==> src/hdl/assert_macros.svh <==
// assertion macros used by the top level of the list core rtl
// no dependencies; included inside module bodies
`ifndef ASSERT_MACROS_SVH
`define ASSERT_MACROS_SVH

// property holds at every rising clock edge out of reset
`define ASSERT_ALWAYS(lbl, clk, rst_n, expr) \
    lbl: assert property (@(posedge clk) disable iff (!rst_n) (expr)) \
        else $error("assertion failed");

// same-cycle implication
`define ASSERT_IMPL(lbl, clk, rst_n, ante, cons) \
    lbl: assert property (@(posedge clk) disable iff (!rst_n) (ante) |-> (cons)) \
        else $error("assertion failed");

// next-cycle implication
`define ASSERT_NEXT(lbl, clk, rst_n, ante, cons) \
    lbl: assert property (@(posedge clk) disable iff (!rst_n) (ante) |=> (cons)) \
        else $error("assertion failed");

`endif

==> src/hdl/ilie_pkg.sv <==
// types, codes and sizing constants for the indexed list core
// no dependencies; imported by every module of the core
package ilie_pkg;

    localparam int CAPACITY = 64;
    localparam int IDX_W    = $clog2(CAPACITY);
    localparam int CNT_W    = $clog2(CAPACITY + 1);
    localparam int POS_W    = 6;
    localparam int DATA_W   = 32;
    localparam int CMP_W    = (CNT_W > POS_W) ? CNT_W : POS_W;

    typedef enum logic [2:0] {
        REQ_READ        = 3'd0,
        REQ_WRITE       = 3'd1,
        REQ_APPEND      = 3'd2,
        REQ_REMOVE_LAST = 3'd3,
        REQ_INSERT      = 3'd4,
        REQ_ERASE       = 3'd5
    } req_type_t;

    typedef enum logic [1:0] {
        STATUS_OK   = 2'd0,
        STATUS_FULL = 2'd1,
        STATUS_BAD  = 2'd2
    } status_t;

    typedef struct packed {
        req_type_t                 req_type;
        logic [POS_W-1:0]          position;
        logic signed [DATA_W-1:0]  element_value;
    } req_beat_t;

    typedef struct packed {
        logic signed [DATA_W-1:0]  read_value;
        logic [6:0]                element_count;
        status_t                   status;
    } rsp_beat_t;

    typedef enum logic [1:0] {
        OP_HOLD   = 2'd0,
        OP_LOAD   = 2'd1,
        OP_INSERT = 2'd2,
        OP_ERASE  = 2'd3
    } cell_op_t;

    // broadcast from the controller to every cell
    typedef struct packed {
        cell_op_t                  op;
        logic [IDX_W-1:0]          target;
        logic [DATA_W-1:0]         value;
        logic                      read_en;
    } cell_cmd_t;

endpackage

==> src/hdl/ilie_cell.sv <==
// one storage cell of the list chain: holds a word, shifts to/from neighbors
// depends on ilie_pkg
module ilie_cell (
    input  logic                          clk,
    input  logic [ilie_pkg::IDX_W-1:0]    idx,
    input  ilie_pkg::cell_cmd_t           cmd,
    input  logic [ilie_pkg::DATA_W-1:0]   left_data,
    input  logic [ilie_pkg::DATA_W-1:0]   right_data,
    output logic [ilie_pkg::DATA_W-1:0]   data,
    output logic [ilie_pkg::DATA_W-1:0]   rd_data
);
    import ilie_pkg::*;

    logic [DATA_W-1:0] data_reg;
    logic [DATA_W-1:0] data_next;
    logic              hit;

    assign hit = (idx == cmd.target);

    always_comb
    begin
        data_next = data_reg;
        unique case (cmd.op)
            OP_HOLD:
            begin
                data_next = data_reg;
            end
            OP_LOAD:
            begin
                if (hit)
                begin
                    data_next = cmd.value;
                end
            end
            OP_INSERT:
            begin
                // cells above the slot take their lower neighbor
                if (idx > cmd.target)
                begin
                    data_next = left_data;
                end
                else if (hit)
                begin
                    data_next = cmd.value;
                end
            end
            OP_ERASE:
            begin
                if (idx >= cmd.target)
                begin
                    data_next = right_data;
                end
            end
            default:
            begin
                data_next = data_reg;
            end
        endcase
    end

    always_ff @(posedge clk)
    begin
        data_reg <= data_next;
    end

    assign data    = data_reg;
    assign rd_data = (cmd.read_en && hit) ? data_reg : '0;

endmodule

==> config.mk <==
export PLATFORM = sky130hd
export DESIGN_NAME = ilie_cell
export DESIGN_NICKNAME = d
export VERILOG_FILES = /design/src/hdl/assert_macros.svh /design/src/hdl/ilie_pkg.sv /design/src/hdl/ilie_cell.sv
export SDC_FILE = /design/constraint.sdc
export NUM_CORES = 1
export LEC_CHECK = 0
export BUFFER_PORTS_ARGS = -buffer_cell sky130_fd_sc_hd__buf_2
export CAP_MARGIN = 20
export CORE_AREA = 3 3 79 111
export DETAILED_ROUTE_END_ITERATION = 10
export DIE_AREA = 0 0 82 114
export HOLD_SLACK_MARGIN = 0.02
export PLACE_DENSITY = 0.73
export SYNTH_ARGS = -nofsm -noshare
export SYNTH_HDL_FRONTEND = slang
export SYNTH_SLANG_ARGS = --single-unit
==> constraint.sdc <==
create_clock -name clk -period 8.9 [get_ports clk]
set_input_delay 0 -clock clk [delete_from_list [all_inputs] [get_ports clk]]
set_output_delay 0 -clock clk [all_outputs]
set_load 0.02 [all_outputs]
==> results.py <==
metrics = {
    "finish": {
        "final_cell_mix": "175 x buf_2, 39 x inv_1, 33 x nand2_1",
        "fill_cells": 759,
        "drive_above_1_share": 0.435,
        "n_antenna_cell": 0,
        "largest_reg_flops": 32,
        "fin_nets": 556,
        "regArea_um2": 961,
        "multiInputGateArea_um2": 1110,
        "area_delta_synth_final_pct": 57.1,
        "fin_util": 0.473,
        "final_common_cell": "buf_2",
    },
    "drt": {
        "wl_per_cell_um": 14.9,
        "wl_met1_mm": 3.02,
        "top_layer": "met4",
        "drtAntennaViolNets": 0,
        "vias_per_cell": 4.84,
        "drc": 0,
        "routed-wl-met2_mm": 4.43,
        "wl_met3_um": 517,
        "wirelength_mm": 8.06,
        "firstDrtPassIters": 4,
        "vias": 2608,
        "drtIter0Drc": 80,
    },
    "critical_path": {
        "worstPathArrival_ps": 2010,
        "reg2reg_from": "data[20]",
        "r2r_setup_slack_ps": 7840,
        "endpoint_kind": "register",
        "startpoint_type": "primary input",
        "worstReg2RegEnd": "data[20]",
        "worstSetupPathType": "in2reg",
        "critPathLaunch": "idx[5]",
        "crit_path_end": "data[20]",
        "critPathMaxFanout": 64,
        "required_ps": 8910,
        "reg2regPathDepth": 2,
    },
    "logic_synthesis": {
        "ys_types": 25,
        "syn_area_per_cell_um2": 9.70,
        "synth_warnings": 0,
        "synth_fp_nets": 360,
        "syn_inst": 242,
        "synth_seq_cells": 32,
        "synth_area_um2": 2350,
        "seq_area_frac_synth": 0.409,
    },
    "timing": {
        "min_period_ps": 2000,
        "rsz0062_at_grt": "no",
        "worst_pin_slew_ps": 826,
        "max_freq_mhz": 499,
        "setup_tns_ps": 0,
        "final-hold-violation-count": 0,
        "drv_slew": 0,
        "finClkSkew_ps": 0,
        "finalSetupViolations": 0,
        "maxSlewHeadroom": 0.449,
        "period_share": 0.225,
    },
    "clock_network": {
        "cts_tree": "done",
        "htree_levels": 2,
        "cts.path.max_buffers": 2,
        "cts_root_buffer": "clkbuf_8",
        "clk_latency_ps": 280,
        "path_clk_slew_ps": 70,
        "cts_setup_buffers": 0,
        "clkSinkCount": 32,
        "cts_made_buffers": 5,
    },
    "power_and_ir_drop": {
        "p_sw_mw": 0.161,
        "sequentialPowerShare": 0.421,
        "netSwitchingFraction": 0.312,
        "p_int_mw": 0.356,
        "combPwrFrac": 0.314,
        "vdd.ir_drop.worst_mv": 0.0786,
        "clkPwrFrac": 0.265,
        "p_leak_nw": 1.92,
        "p_per_area_nw_per_um2": 140,
    },
    "global_routing": {
        "grt_pass1_vias": 2577,
        "grt_max_degree": 65,
        "grt_overflow": 0,
        "antenna_found_initial": 0,
        "grtUsageTotal": 0.165,
        "grt_pass1_wl_mm": 12.0,
    },
    "placed_design": {
        "hpwl_mm": 5.84,
        "io_buffers": 175,
        "gp_congestion": 0.722,
    },
    "die": {
        "die-area_um2": 9350,
        "fp-row-count": 38,
        "ios": 176,
        "die_height_um": 114,
        "core_um2": 7800,
        "die-width_um": 82,
        "start_util": 0.301,
    },
    "worst_hold_path": {
        "worstHoldPathType": "in2reg",
    },
    "run": {
        "cap_violations": 0,
    },
    "status": {
        "outcome": "finished clean",
    },
}
==> synthesized netlist by cell type <==
master	count	area (um^2)
buf_1	1	3.75
o311a_1	1	10.0
ha_1	6	75.1
nor2_1	1	3.75
and4_4	1	11.3
buf_12	3	60.1
o21ai_1	1	5.00
nand2_1	33	124
nand3_1	1	5.00
mux2i_1	32	320
clkbuf_2	3	15.0
a21oi_1	3	15.0
o221ai_1	32	280
buf_4	2	15.0
nand4_1	1	6.26
buf_2	5	25.0
and2_1	1	6.26
nor3_1	1	5.00
nor2b_1	1	6.26
o2111ai_1	1	8.76
o21a_1	1	7.51
edfxtp_1	32	961
and3_1	33	206
inv_1	39	146
clkbuf_1	7	26.3
==> worst min path at each step <==
stage | startpoint | endpoint | slack, ps | cells past startpoint
2_1_floorplan | right_data[0] | data[0] | 190 | 2
3_3_place_gp | right_data[11] | data[11] | 280 | 3
3_5_place_dp | right_data[13] | data[13] | 280 | 3
4_1_cts | right_data[31] | data[31] | 20 | 3
5_1_grt | right_data[30] | data[30] | 30 | 3
6_report | right_data[30] | data[30] | 30 | 3
==> critical path: stages <==
cell      delay [ps]
buf_2            100
ha_1             310
and4_4           250
and3_2           190
buf_4            600
mux2i_1          300
o221ai_1         170
==> metrics by stage <==
stage / instances / total power, mW / hold WS [ps] / cell area [um^2] / worst slack [ps]
2_1_floorplan: 242 / 0.305 / 194 / 2350 / 5750
3_3_place_gp: 499 / 0.364 / 281 / 3240 / 6570
3_5_place_dp: 501 / 0.373 / 284 / 3280 / 6630
4_1_cts: 538 / 0.524 / 23.5 / 3680 / 6950
5_1_grt: 539 / 0.548 / 29.3 / 3690 / 6840
6_report: 539 / 0.517 / 30.9 / 3690 / 6900
==> cell type report <==
class	instances	share of cell area
inverters	39	0.0397
repair buffers	210	0.336
clock inverters	2	0.00950
flip-flops and latches	32	0.261
clock buffers	6	0.0197
well taps	100	0.0339
multi-input cells	150	0.300
==> repair_timing <==
item                                   4_1_cts  5_1_grt
setup endpoints to repair                    0        0
hold buffers                                29        1
endpoints found under the hold margin       29        1
gates resized for setup                      0        0
==> logic make-up after synthesis <==
kind of cell / share of synthesized area
compound gates: 0.139
fa+ha+maj: 0.0320
buf+inv: 0.124
flops: 0.409
mux: 0.136
simple gates: 0.159
==> power by group through the flow <==
stage                     clock network, mW  logic, mW  registers (mW)
after CTS                             0.143      0.163           0.217
after global placement                    0      0.146           0.219
after global routing                  0.150      0.177           0.221
final                                 0.137      0.162           0.218
after floorplan                           0     0.0574           0.248
after detailed placement                  0      0.153           0.220
==> layer usage <==
layer / vias up / GRT usage
met2: 119 / 0.310
met4: 0 / 0.0521
met1: 1205 / 0.182
met5: - / 0
li1: 1276 / -
met3: 8 / 0.0284
No activity file was read; power rests on OpenSTA's default activity.
