## config.mk

```make
export PLATFORM = sky130hd
export DESIGN_NAME = ilie_ctrl
export DESIGN_NICKNAME = d
export VERILOG_FILES = /design/src/hdl/assert_macros.svh /design/src/hdl/ilie_pkg.sv /design/src/hdl/ilie_ctrl.sv
export SDC_FILE = /design/constraint.sdc
export NUM_CORES = 1
export LEC_CHECK = 0
export BUFFER_PORTS_ARGS = -buffer_cell sky130_fd_sc_hd__buf_2
export CAP_MARGIN = 10
export CORE_MARGIN = 3
export CORE_UTILIZATION = 39
export DETAILED_ROUTE_END_ITERATION = 16
export PLACE_DENSITY_LB_ADDON = 0.3
export SLEW_MARGIN = 30
export SYNTH_ARGS = -nofsm -noshare
export SYNTH_HDL_FRONTEND = slang
export SYNTH_SLANG_ARGS = --single-unit
```

## constraint.sdc

```tcl
create_clock -name clk -period 2.3 [get_ports clk]
set_input_delay 0.23 -clock clk [delete_from_list [all_inputs] [get_ports clk]]
set_output_delay 0.23 -clock clk [all_outputs]
set_load 0.1 [all_outputs]
```

## src/hdl/assert_macros.svh

```systemverilog
// assertion macros used by the top level of the list core rtl
// no dependencies; included inside module bodies
`ifndef ASSERT_MACROS_SVH
`define ASSERT_MACROS_SVH

// property holds at every rising clock edge out of reset
`define ASSERT_ALWAYS(lbl, clk, rst_n, expr) \
    lbl: assert property (@(posedge clk) disable iff (!rst_n) (expr)) \
        else $error("assertion failed");

// same-cycle implication
`define ASSERT_IMPL(lbl, clk, rst_n, ante, cons) \
    lbl: assert property (@(posedge clk) disable iff (!rst_n) (ante) |-> (cons)) \
        else $error("assertion failed");

// next-cycle implication
`define ASSERT_NEXT(lbl, clk, rst_n, ante, cons) \
    lbl: assert property (@(posedge clk) disable iff (!rst_n) (ante) |=> (cons)) \
        else $error("assertion failed");

`endif

```

## src/hdl/ilie_pkg.sv

```systemverilog
// types, codes and sizing constants for the indexed list core
// no dependencies; imported by every module of the core
package ilie_pkg;

    localparam int CAPACITY = 64;
    localparam int IDX_W    = $clog2(CAPACITY);
    localparam int CNT_W    = $clog2(CAPACITY + 1);
    localparam int POS_W    = 6;
    localparam int DATA_W   = 32;
    localparam int CMP_W    = (CNT_W > POS_W) ? CNT_W : POS_W;

    typedef enum logic [2:0] {
        REQ_READ        = 3'd0,
        REQ_WRITE       = 3'd1,
        REQ_APPEND      = 3'd2,
        REQ_REMOVE_LAST = 3'd3,
        REQ_INSERT      = 3'd4,
        REQ_ERASE       = 3'd5
    } req_type_t;

    typedef enum logic [1:0] {
        STATUS_OK   = 2'd0,
        STATUS_FULL = 2'd1,
        STATUS_BAD  = 2'd2
    } status_t;

    typedef struct packed {
        req_type_t                 req_type;
        logic [POS_W-1:0]          position;
        logic signed [DATA_W-1:0]  element_value;
    } req_beat_t;

    typedef struct packed {
        logic signed [DATA_W-1:0]  read_value;
        logic [6:0]                element_count;
        status_t                   status;
    } rsp_beat_t;

    typedef enum logic [1:0] {
        OP_HOLD   = 2'd0,
        OP_LOAD   = 2'd1,
        OP_INSERT = 2'd2,
        OP_ERASE  = 2'd3
    } cell_op_t;

    // broadcast from the controller to every cell
    typedef struct packed {
        cell_op_t                  op;
        logic [IDX_W-1:0]          target;
        logic [DATA_W-1:0]         value;
        logic                      read_en;
    } cell_cmd_t;

endpackage

```

## src/hdl/ilie_ctrl.sv

```systemverilog
// request decode, bounds checks and element count register
// depends on ilie_pkg
module ilie_ctrl (
    input  logic                        clk,
    input  logic                        rst_n,
    input  logic                        accept,
    input  ilie_pkg::req_beat_t         req,
    output ilie_pkg::cell_cmd_t         cmd,
    output ilie_pkg::status_t           status,
    output logic [ilie_pkg::CNT_W-1:0]  count_next,
    output logic [ilie_pkg::CNT_W-1:0]  count
);
    import ilie_pkg::*;

    localparam logic [CNT_W-1:0] CAP_CNT = CNT_W'(CAPACITY);

    logic [CNT_W-1:0] count_reg;
    logic [CMP_W-1:0] pos_c;
    logic [CMP_W-1:0] cnt_c;
    logic             full;

    assign pos_c = CMP_W'(req.position);
    assign cnt_c = CMP_W'(count_reg);
    assign full  = (count_reg >= CAP_CNT);

    always_comb
    begin
        cmd.op      = OP_HOLD;
        cmd.target  = IDX_W'(req.position);
        cmd.value   = req.element_value;
        cmd.read_en = 1'b0;
        status      = STATUS_OK;
        count_next  = count_reg;
        unique case (req.req_type)
            REQ_READ:
            begin
                if (pos_c < cnt_c)
                begin
                    cmd.read_en = 1'b1;
                end
                else
                begin
                    status = STATUS_BAD;
                end
            end
            REQ_WRITE:
            begin
                if (pos_c < cnt_c)
                begin
                    cmd.op = OP_LOAD;
                end
                else
                begin
                    status = STATUS_BAD;
                end
            end
            REQ_APPEND:
            begin
                if (full)
                begin
                    status = STATUS_FULL;
                end
                else
                begin
                    cmd.op     = OP_INSERT;
                    cmd.target = IDX_W'(count_reg);
                    count_next = count_reg + 1'b1;
                end
            end
            REQ_REMOVE_LAST:
            begin
                if (count_reg == '0)
                begin
                    status = STATUS_BAD;
                end
                else
                begin
                    count_next = count_reg - 1'b1;
                end
            end
            REQ_INSERT:
            begin
                // full check wins over the index check
                if (full)
                begin
                    status = STATUS_FULL;
                end
                else if (pos_c > cnt_c)
                begin
                    status = STATUS_BAD;
                end
                else
                begin
                    cmd.op     = OP_INSERT;
                    count_next = count_reg + 1'b1;
                end
            end
            REQ_ERASE:
            begin
                if (pos_c >= cnt_c)
                begin
                    status = STATUS_BAD;
                end
                else
                begin
                    cmd.op     = OP_ERASE;
                    count_next = count_reg - 1'b1;
                end
            end
            default:
            begin
                status = STATUS_BAD;
            end
        endcase
        if (!accept)
        begin
            cmd.op = OP_HOLD;
        end
    end

    always_ff @(posedge clk or negedge rst_n)
    begin
        if (!rst_n)
        begin
            count_reg <= '0;
        end
        else if (accept)
        begin
            count_reg <= count_next;
        end
    end

    assign count = count_reg;

endmodule

```

==> results.sh <==
export IMPL_synth_top_cell_area_share_pct=15.88
export IMPL_insertion_delay_ps=240
export IMPL_ant_nets=0
export IMPL_comb_power_share_pct=88.6
export IMPL_violations="setup timing"
export IMPL_die_area_um2=4662
export IMPL_path_max_fanout=6
export IMPL_synth_seq_area_share_pct=11.58
export IMPL_pwr_share_seq_pct=6.9
export IMPL_synth_edff_count=0
export IMPL_wl_per_cell_um=19.69
export IMPL_grt_pass1_wl_um=9004
export IMPL_worstPathCellList="inv_4 -> ha_4 -> or3b_4 -> nor4_4 -> nor2_1 -> or2_4 -> buf_6 -> a31oi_1 -> o211ai_1 -> buf_12"
export IMPL_nets=329
export IMPL_path_buf_inv=3
export IMPL_timing_final_ws_setup_ps=-536.7
export IMPL_grt_max_degree=12
export IMPL_overflow=0
export IMPL_cts_tree="yes"
export IMPL_num_vias=1926
export IMPL_initial_utilization_pct=41.01
export IMPL_fin_crit_ps=2837
export IMPL_placementRows=22
export IMPL_drv_cap=0
export IMPL_wl_um=6321
export IMPL_antenna_found_initial=0
export IMPL_cp_slowest_stage_delay_ps=480
export IMPL_cp_top_family="simple AND/OR/NAND/NOR gates"
export IMPL_met3_usage_pct=5.255
export IMPL_synth_cells=207
export IMPL_async_flop_share_pct=100.0
export IMPL_ys_seq_elements=7
export IMPL_final_area_um2=2864
export IMPL_required_ps=2070
export IMPL_cts_buffers=3
export IMPL_setup_viol=17
export IMPL_die_y_um=68.28
export IMPL_status="finished, violations left"
export IMPL_synth_nets=262
export IMPL_maxSlewViolCount=0
export IMPL_syn2layout_area_growth_pct=89.33
export IMPL_coreArea_um2=3689
export IMPL_clkPwrFrac_pct=4.6
export IMPL_endpoint_kind="output pin"
export IMPL_critPathLaunchType="register"
export IMPL_relSlewSlack_pct=55.90
export IMPL_synth_most_common_cell="buf_4"
export IMPL_p_sw_uw=2221
export IMPL_grt_pass1_vias=1853
export IMPL_synth_commonest_cells="32 x buf_4, 16 x o21ai_0, 15 x nor2_1"
export IMPL_max_freq_ghz=0.3525
export IMPL_drc_errors=0
export IMPL_portBuffers=36
export IMPL_gp_routability_congestion=0.8981
export IMPL_top_usage_layer="met2"
export IMPL_synthFlopType="dfrtp_1"
export IMPL_hold_class="in -> async"
export IMPL_clock_sinks=7
export IMPL_drt_iter0_markers=190
export IMPL_synth_area_um2=1513
export IMPL_powerDensity_nw_per_um2=1387
export IMPL_rsz0062_at_grt="true"
export IMPL_track_usage_pct=26.01
export IMPL_vias_per_cell=6.000
export IMPL_synth_warnings=0
export IMPL_pin_count=101
export IMPL_finish_utilization_pct=77.65
export IMPL_grt_use_met2_pct=46.09
export IMPL_pre_cts_slack_ps=-431.2
export IMPL_swShare_pct=55.91
export IMPL_htree_levels=1
export IMPL_cts_root_buf="clkbuf_8"
export IMPL_p_int_uw=1752
export IMPL_dpl_hpwl_um=4110
export IMPL_synth_top_cell_by_area="buf_4"
export IMPL_place_area_um2=2382
export IMPL_path_clk_slew_ps=40
export IMPL_finalHoldViolations=0
export IMPL_ys_types=52
export IMPL_fill_cells=232
export IMPL_use_met1_pct=30.87
export IMPL_yosys_top_cells_area="buf_4 16%, dfrtp_1 12%, ha_1 9.1%, o21ai_0 5.3%, mux2_2 3.7%"
export IMPL_die_width_um=68.28
export IMPL_path_class="reg -> out"
export IMPL_drive_gt1_share_pct=68.50
export IMPL_worstMarginPinSlew_ps=656.4
export IMPL_largest_register_ffs=7
export IMPL_n_antenna_cell=0
export IMPL_synth_area_per_cell_um2=7.308
export IMPL_first_pass_iters=4
export IMPL_peakVddDrop_uv=554.4
export IMPL_crit_path_top_delay_cell="dfrtp_4"
export IMPL_post_route_period_util_pct=123.3
export IMPL_cts_buffer_depth=2
export IMPL_power_leakage_uw=0.001189
export IMPL_finClkSkew_ps=5.386
export IMPL_cp_arrival_ps=2610
[repair_timing]
| item | in CTS | in global routing |
|---|---|---|
| gates resized for setup | 46 | 22 |
| hold buffers | 1 | 0 |
| buffers inserted | 12 | 7 |
| pin swaps | 31 | 9 |
| hold endpoints to repair | 7 | 0 |
| setup endpoints to repair | 18 | 17 |
[per-layer routing]
layer	vias to the layer above	routed length, um
li1	865	-
met1	944	2393
met2	91	3291
met3	26	450
met4	0	187
met5	-	0
[power groups by stage]
stage / logic, uW / clock network [uW] / registers [uW]
after CTS: 3250 / 185 / 271
final: 3520 / 181 / 274
after global placement: 2860 / 0 / 254
after global routing: 3670 / 189 / 279
after floorplan: 1870 / 0 / 624
after detailed placement: 2890 / 0 / 257
[through the flow]
| step | cells | setup TNS (ps) | hold slack [ps] | power (uW) |
|---|---|---|---|---|
| 2_1_floorplan | 207 | -8729 | -65.59 | 2492 |
| 3_5_place_dp | 300 | -3344 | 84.32 | 3145 |
| 4_1_cts | 316 | -4085 | 372.6 | 3707 |
| 6_report | 321 | -4524 | 368.4 | 3973 |
| 5_1_grt | 321 | -5965 | 392.8 | 4140 |
| 3_3_place_gp | 300 | -3028 | 83.36 | 3112 |
[cell families (layout without fill, tap and decap cells)]
| family | Yosys count | count (layout) | share of synthesized area (%) |
|---|---|---|---|
| compound gates | 58 | 58 | 26.47 |
| xor+xnor | 3 | 3 | 1.737 |
| fa+ha+maj | 11 | 11 | 9.098 |
| buf+inv | 55 | 121 | 22.50 |
| flops | 7 | 7 | 11.58 |
| mux | 6 | 6 | 4.384 |
| simple gates | 67 | 67 | 24.24 |
[area by class of cell]
cell class | count | area [um2] | area share, %
clock buffers | 4 | 45.04 | 1.573
well taps | 48 | 60.06 | 2.097
flip-flops and latches | 7 | 198.9 | 6.946
repair buffers | 105 | 1012 | 35.34
multi-input cells | 145 | 1485 | 51.86
inverters | 12 | 62.56 | 2.184
[path summary, 6_finish.rpt]
path / startpoint / to / slack [ps] / depth (start not counted)
worst min register to register: count[3] / count[3] / 750 / 2
max in group asynchronous: rst_n / count[4] / 1730 / 2
min in group clk: accept / count[6] / 400 / 3
worst min-delay path: rst_n / count[1] / 370 / 2
worst max-delay path: count[1] / count_next[2] / -540 / 10
worst max register to register: count[2] / count[5] / -60 / 11
[worst register-to-register path, cell delays in order, from the launching register on]
cell,delay [ps]
dfrtp_4,500
inv_4,90
ha_4,210
a21oi_4,150
o21ai_2,110
buf_4,160
a2bb2oi_4,150
buf_4,130
buf_4,140
nand4b_1,150
a311o_1,310
a2bb2oi_1,150
[cells in the final DEF (no fill, tap or decap), drive strengths merged, types with 3 or more instances in the layout]
master and n:
nand2 9, dfrtp 7, nor2b 3, nor3 11, a2bb2oi 3, xnor2 3
or2 3, mux2 5, o21ai 16, a31oi 8, clkbuf 4, buf 104
inv 11, nand4b 3, a311o 3, o2bb2ai 3, nand3 7, nor2 15
ha 11, a21oi 8
No activity file was read; power rests on OpenSTA's default activity.
